<file path="src/design/bitset_with_next_set_scan_defines.svh">
// ----------------------------------------------------------------------------
// Assertion macros for the bitset scan block
// Concurrent checks with an active-high reset disable.
// ----------------------------------------------------------------------------
`ifndef BITSET_WITH_NEXT_SET_SCAN_DEFINES_SVH
`define BITSET_WITH_NEXT_SET_SCAN_DEFINES_SVH

// consequence must hold in the same cycle as the antecedent
`define BWS_ASSERT_NOW(label, clk, rst, ante, cons, msg) \
   label: assert property (@(posedge clk) disable iff (rst) (ante) |-> (cons)) \
      else $error(msg);

// consequence must hold in the cycle after the antecedent
`define BWS_ASSERT_NEXT(label, clk, rst, ante, cons, msg) \
   label: assert property (@(posedge clk) disable iff (rst) (ante) |=> (cons)) \
      else $error(msg);

`endif

</file>
<file path="src/design/bws_pkg.sv">
// ----------------------------------------------------------------------------
// bws_pkg
// Shared widths, codes and control types of the bitset scan block.
// ----------------------------------------------------------------------------
package bws_pkg;

   // field widths
   localparam int LIT_W      = 20;
   localparam int CNT_W      = 11;
   localparam int MODE_W     = 3;
   localparam int CSR_IDX_W  = 1;
   localparam int CSR_DATA_W = 20;

   // store geometry
   localparam int MAX_ENTRIES = 1024;
   localparam int WORD_BITS   = 64;
   localparam int WORD_COUNT  = (MAX_ENTRIES + WORD_BITS - 1) / WORD_BITS;
   localparam int WORD_IDX_W  = (WORD_COUNT > 1) ? $clog2(WORD_COUNT) : 1;
   localparam int BIT_IDX_W   = $clog2(WORD_BITS);

   // largest usable limit that the count register can express
   localparam int LIMIT_CAP = (MAX_ENTRIES > (2 ** CNT_W) - 1) ?
                              (2 ** CNT_W) - 1 : MAX_ENTRIES;

   // register reset values
   localparam logic [LIT_W-1:0] BASE_RESET  = LIT_W'(1);
   localparam logic [CNT_W-1:0] COUNT_RESET = CNT_W'(1024);

   // request modes
   typedef enum logic [MODE_W-1:0] {
      MODE_SET       = 3'd0,
      MODE_CLEAR     = 3'd1,
      MODE_TEST      = 3'd2,
      MODE_CLEAR_ALL = 3'd3,
      MODE_RESTART   = 3'd4,
      MODE_NEXT      = 3'd5
   } mode_type;

   // register indexes
   typedef enum logic [CSR_IDX_W-1:0] {
      CSR_BASE_OFFSET = 1'b0,
      CSR_ENTRY_COUNT = 1'b1
   } csr_idx_type;

   // controller to datapath
   typedef struct packed {
      logic access;      // set, clear, test, clear-all or spare request accepted
      logic scan_begin;  // restart or next accepted
      logic scan_step;   // examine one bitmap word
   } bws_cmd_type;

   // datapath to controller
   typedef struct packed {
      logic scan_end;    // scan hit or ran out this cycle
   } bws_sts_type;

endpackage

</file>
<file path="src/design/bws_ctl.sv">
// ----------------------------------------------------------------------------
// bws_ctl
// Request sequencer: takes requests, runs word-by-word scans, owns the
// response valid flag.
// ----------------------------------------------------------------------------
`include "bitset_with_next_set_scan_defines.svh"

module bws_ctl
   import bws_pkg::*;
(
   input  logic              clock,
   input  logic              reset,
   input  logic              req_valid,
   input  logic [MODE_W-1:0] req_mode,
   output logic              req_ready,
   output logic              rsp_valid,
   input  logic              rsp_ready,
   output bws_cmd_type       cmd,
   input  bws_sts_type       sts
);

   typedef enum logic {
      ST_IDLE,
      ST_SCAN
   } state_type;

   state_type state_ff, state_in;
   logic      rsp_valid_ff, rsp_valid_in;
   logic      accept;
   logic      is_scan;

   // take a request only when idle and the response slot is free or draining
   assign req_ready = (state_ff == ST_IDLE) && (!rsp_valid_ff || rsp_ready);
   assign accept    = req_valid && req_ready;
   assign is_scan   = req_mode inside {MODE_RESTART, MODE_NEXT};
   assign rsp_valid = rsp_valid_ff;

   // commands
   always_comb begin
      cmd.access     = accept && !is_scan;
      cmd.scan_begin = accept && is_scan;
      cmd.scan_step  = (state_ff == ST_SCAN);
   end

   // next state
   always_comb begin
      state_in     = state_ff;
      rsp_valid_in = rsp_valid_ff;
      if (rsp_ready) begin
         rsp_valid_in = 1'b0;
      end
      case (state_ff)
         ST_IDLE: begin
            if (cmd.scan_begin) begin
               state_in = ST_SCAN;
            end else if (cmd.access) begin
               rsp_valid_in = 1'b1;
            end
         end
         ST_SCAN: begin
            if (sts.scan_end) begin
               state_in     = ST_IDLE;
               rsp_valid_in = 1'b1;
            end
         end
         default: begin
            state_in = ST_IDLE;
         end
      endcase
   end

   always_ff @(posedge clock) begin
      if (reset) begin
         state_ff     <= ST_IDLE;
         rsp_valid_ff <= 1'b0;
      end else begin
         state_ff     <= state_in;
         rsp_valid_ff <= rsp_valid_in;
      end
   end

   // checks
   `BWS_ASSERT_NOW(a_no_overwrite, clock, reset, rsp_valid_ff && !rsp_ready, !accept, "request taken over a pending response")
   `BWS_ASSERT_NOW(a_end_in_scan, clock, reset, sts.scan_end, state_ff == ST_SCAN, "scan end outside scan")
   `BWS_ASSERT_NEXT(a_scan_enters, clock, reset, cmd.scan_begin, state_ff == ST_SCAN && !rsp_valid_ff, "scan did not start")
   `BWS_ASSERT_NEXT(a_access_rsp, clock, reset, cmd.access, rsp_valid_ff && state_ff == ST_IDLE, "single-cycle request gave no response")

endmodule

</file>
<file path="config.mk">
export PLATFORM = sky130hd
export DESIGN_NAME = bws_ctl
export DESIGN_NICKNAME = d
export VERILOG_FILES = /design/src/design/bws_pkg.sv /design/src/design/bws_ctl.sv
export VERILOG_INCLUDE_DIRS = /design/src /design/src/design
export SDC_FILE = /design/constraint.sdc
export NUM_CORES = 1
export LEC_CHECK = 0
export ABC_AREA = 1
export BUFFER_PORTS_ARGS = -buffer_cell sky130_fd_sc_hd__clkbuf_2
export CAP_MARGIN = 20
export CORE_AREA = 8 8 45 47
export CTS_BUF_LIST = sky130_fd_sc_hd__clkbuf_8
export DETAILED_ROUTE_END_ITERATION = 8
export DIE_AREA = 0 0 53 55
export MAX_ROUTING_LAYER = met4
export PLACE_DENSITY = 0.3
export SKIP_LAST_GASP = 1
export SLEW_MARGIN = 25
export SYNTH_ARGS = -nofsm -noshare
export SYNTH_HDL_FRONTEND = slang
export SYNTH_SLANG_ARGS = --single-unit
</file>
<file path="constraint.sdc">
create_clock -name clock -period 0.9 [get_ports clock]
set_clock_uncertainty 0.05 [all_clocks]
set_input_delay 0.27 -clock clock [delete_from_list [all_inputs] [get_ports clock]]
set_output_delay 0.27 -clock clock [all_outputs]
set_load 0.02 [all_outputs]
</file>
[After elaboration in Yosys (flattened, before gate mapping)]
Index checks and enable logic that the tools add are counted.
Word-level totals
  flip-flop bits (word level): 2
  bits of input ports: 8
Cells by class
  equal/unequal tests: 2
  mux-type cells: 8
  bitwise logic cells: 1
  reductions and logical operators: 8
Operator list (count)
  3-bit equality test, second input constant: 2
  1-bit 2-to-1 mux: 6
  1-bit logical AND: 4
  1-bit one-hot mux with 2 select lines: 2
  1-bit logical NOT: 2
  2-bit nonzero test: 1
  1-bit logical OR: 1
  1-bit inverter: 1

[Longest topological paths before layout]
  depth after elaboration: 8
  gate-level depth with buffers: 6
  mapped depth without buffers: 6

[Worst setup path before layout]
Ideal clock, no wire load.
  kind: flip-flop to output port
  start: reg rsp_valid_ff (netlist: rsp_valid)
  end: out cmd[2] (netlist bit)
  data arrival time: 0.979 ns
  setup slack: -0.399 ns
  stages on the path, launching flop included: 6
  cells stage by stage: dfxtp_1 -> nand2_2 -> nand2_2 -> inv_2 -> nand2_1 -> nor2_1
RTL lines
  start, declared: line bws_ctl.sv:28  | logic rsp_valid_ff, rsp_valid_in;
  start signal, assigned: line bws_ctl.sv:78  | rsp_valid_ff <= rsp_valid_in;
  end, declared: line bws_ctl.sv:18  | output bws_cmd_type cmd,

==> flow_metrics.py <==
metrics = {
    "status": {
        "status": "finished, violations left",
        "violations": "setup timing",
    },
    "layout": {
        "final_nets": 53,
        "n_antenna_cell": 0,
        "drive_gt1_frac": 0.7500,
        "area_growth_pct": 162.8,
        "design_area_um2": 397.9,
        "postLayoutCoreUtil": 0.2875,
        "fillers": 152,
    },
    "yosys": {
        "synth-seq-cells": 2,
        "syn_inst": 23,
        "synth_top_area_cell": "dfxtp_1",
        "synth_cell_types": 12,
        "syn_avg_cell_area_um2": 6.582,
        "ys_seq_area_frac": 0.2645,
        "synth_area_leaders": "dfxtp_1 (26%), inv_1 (17%), nand2_2 (8.3%), nand4_2 (8.3%), nand2_1 (7.4%)",
        "yosysWarnings": 0,
        "synth_nets": 31,
        "synthesis.area_um2": 151.4,
        "synth_top_area_frac": 0.2645,
    },
    "worst_setup_path": {
        "critPathArrivalTime_ns": 0.99,
        "rrSetupSlack_ns": -0.15,
        "cp-startpoint": "rsp_valid",
        "reg2reg_depth": 7,
        "crit_required_ns": 0.58,
        "reg2reg_from": "rsp_valid",
        "cp_max_fo": 3,
        "rr_endpoint": "rsp_valid",
        "endpoint": "cmd[2]",
        "end_kind": "primary output",
        "crit_type": "flip-flop to primary output",
        "worstSetupStartpointType": "flip-flop",
    },
    "cts": {
        "cts-root-buf": "clkbuf_8",
        "clock_sinks": 2,
        "cts_buffer_depth": 2,
        "cts_hold_buffers": 0,
        "cts_htree_levels": 1,
        "tritoncts": "yes",
        "cts_buffers": 3,
        "clk_latency_ns": 0.21,
        "path_clk_slew_ns": 0.03,
    },
    "timing": {
        "hold_violations": 0,
        "layout_worst_path_cycle_share": 1.452,
        "fmax_mhz": 765.4,
        "setup_slack_ns": -0.4065,
        "setup_viol": 7,
        "min_period_ns": 1.307,
        "rsz0062_at_grt": "yes",
        "timing.slew.headroom": 0.9022,
        "drv_slew": 0,
        "worstMarginPinSlew_ns": 0.1463,
    },
    "worst_hold_path": {
        "min_path_type": "input port to flip-flop",
    },
    "drt": {
        "via_per_inst": 3.317,
        "drc_errors": 0,
        "drt_iter0_drc": 0,
        "ant_nets": 0,
        "drt-total-wl_um": 509,
        "wire_per_inst_um": 8.483,
        "drt_pre_antenna_iters": 1,
        "vias": 199,
    },
    "floorplan": {
        "die_w_um": 53,
        "io_pins": 13,
        "row_count": 14,
        "fp.dieH_um": 55,
        "design.die.area_um2": 2915,
        "core_area_um2": 1384,
        "initial_core_util": 0.1094,
    },
    "power_and_ir_drop": {
        "swShare": 0.2419,
        "p_int_mw": 0.4687,
        "pwr-share-seq": 0.162,
        "power_mw": 0.6183,
        "max-vdd-ir-drop_mv": 1.042,
        "p_switching_mw": 0.1496,
        "power.leakage_nw": 0.2100,
        "pwr-share-comb": 0.258,
        "p_clk_frac": 0.580,
        "cellPowerDensity_nw_per_um2": 1554,
    },
    "placement": {
        "dp_worst_setup_slack_ns": -0.3128,
        "io_buffers": 11,
        "hpwl_um": 390,
        "routabilityCongestion": 0.6724,
        "postPlaceCellArea_um2": 275.3,
    },
    "global_route": {
        "grt_max_degree": 4,
        "grt_use_total": 0.04384,
        "grt_pass1_vias": 212,
        "antenna_found_initial": 0,
        "overflow": 0,
        "grt_pass1_wl_um": 890,
    },
    "flow_run": {
        "max-cap-violations": 0,
    },
}
[stage by stage]
| step | setup TNS, ns | hold slack, ns | std cells |
|---|---|---|---|
| global route | -2.042 | 0.1860 | 60 |
| CTS | -1.839 | 0.1852 | 59 |
| detailed placement | -1.027 | 0.3995 | 52 |
| finish | -1.760 | 0.1809 | 60 |
| global placement | -0.9327 | 0.3970 | 52 |
| floorplan | -0.2663 | 0.2824 | 23 |
[flip-flops by register name (all words and copies together), names as in the netlist]
register / flops
rsp_valid: 1
state_ff: 1
[repair_timing]
item                       in CTS  in global routing
pin swaps                       3                  2
gates resized for setup         9                  9
setup buffers                   3                  2
setup endpoints to repair       6                  7
[power by group through the flow]
| stage | logic (mW) | clock network, mW | registers [mW] |
|---|---|---|---|
| 6_report | 0.160 | 0.358 | 0.100 |
| 3_3_place_gp | 0.114 | 0 | 0.100 |
| 5_1_grt | 0.172 | 0.382 | 0.101 |
| 3_5_place_dp | 0.116 | 0 | 0.100 |
| 4_1_cts | 0.149 | 0.369 | 0.0993 |
| 2_1_floorplan | 0.0679 | 0 | 0.105 |
[layout by cell type, fill, tap and decap left out]
cell type	n
inv_2	2
buf_6	3
a21oi_1	1
buf_8	3
dfxtp_4	1
a21oi_2	1
nand4_2	1
clkinv_4	1
nor2_4	2
clkbuf_2	6
nand2_1	2
inv_1	6
buf_4	5
nand3_1	1
clkbuf_8	3
clkbuf_4	1
dfxtp_2	1
nor2_1	1
nand2_4	3
[worst max-delay path: stages, from the launching register on]
cell and delay [ns]:
dfxtp_4 0.34, nand2_4 0.08, nand2_4 0.06, clkinv_4 0.05, nand2_4 0.04, nor2_4 0.09
buf_8 0.11
[final cells by class]
class                      count  area [um^2]  area share
inverter                       8        35.03     0.08805
clock buffer                   3        41.29      0.1038
tap                           16        20.02     0.05031
multi-input combinational     12        98.84      0.2484
timing repair buffer          18        153.9      0.3868
clock inverter                 1        3.754    0.009434
sequential                     2        45.04      0.1132
[worst min path at each step]
stage               depth (start not counted)       end   from
floorplan                                   1  state_ff  reset
global placement                            2  state_ff  reset
detailed placement                          2  state_ff  reset
CTS                                         2  state_ff  reset
global route                                2  state_ff  reset
finish                                      2  state_ff  reset
[metal layers]
layer  part of all wire  vias to the layer above  global-route usage
li1                   -                      107                   -
met1               0.49                       80             0.05446
met2               0.37                       10             0.05078
met3               0.12                        2             0.03476
met4             0.0079                        0             0.01293
met5                  0                        -                   -
[kinds of logic (layout without fill, tap and decap cells)]
kind of cell | Yosys count | in the layout | share of synthesized area
and+or+nand+nor | 10 | 10 | 0.3966
buffers and inverters | 9 | 30 | 0.2480
AOI/OAI and AO/OA | 2 | 2 | 0.09089
DFF | 2 | 2 | 0.2645
[synthesized netlist by cell type (all sizes together)]
cell and count:
a21oi 2, buf 1, nand3 1, dfxtp 2, nand4 1, nor2 3, nand2 5, inv 8
(Power assumes the default switching activity.)
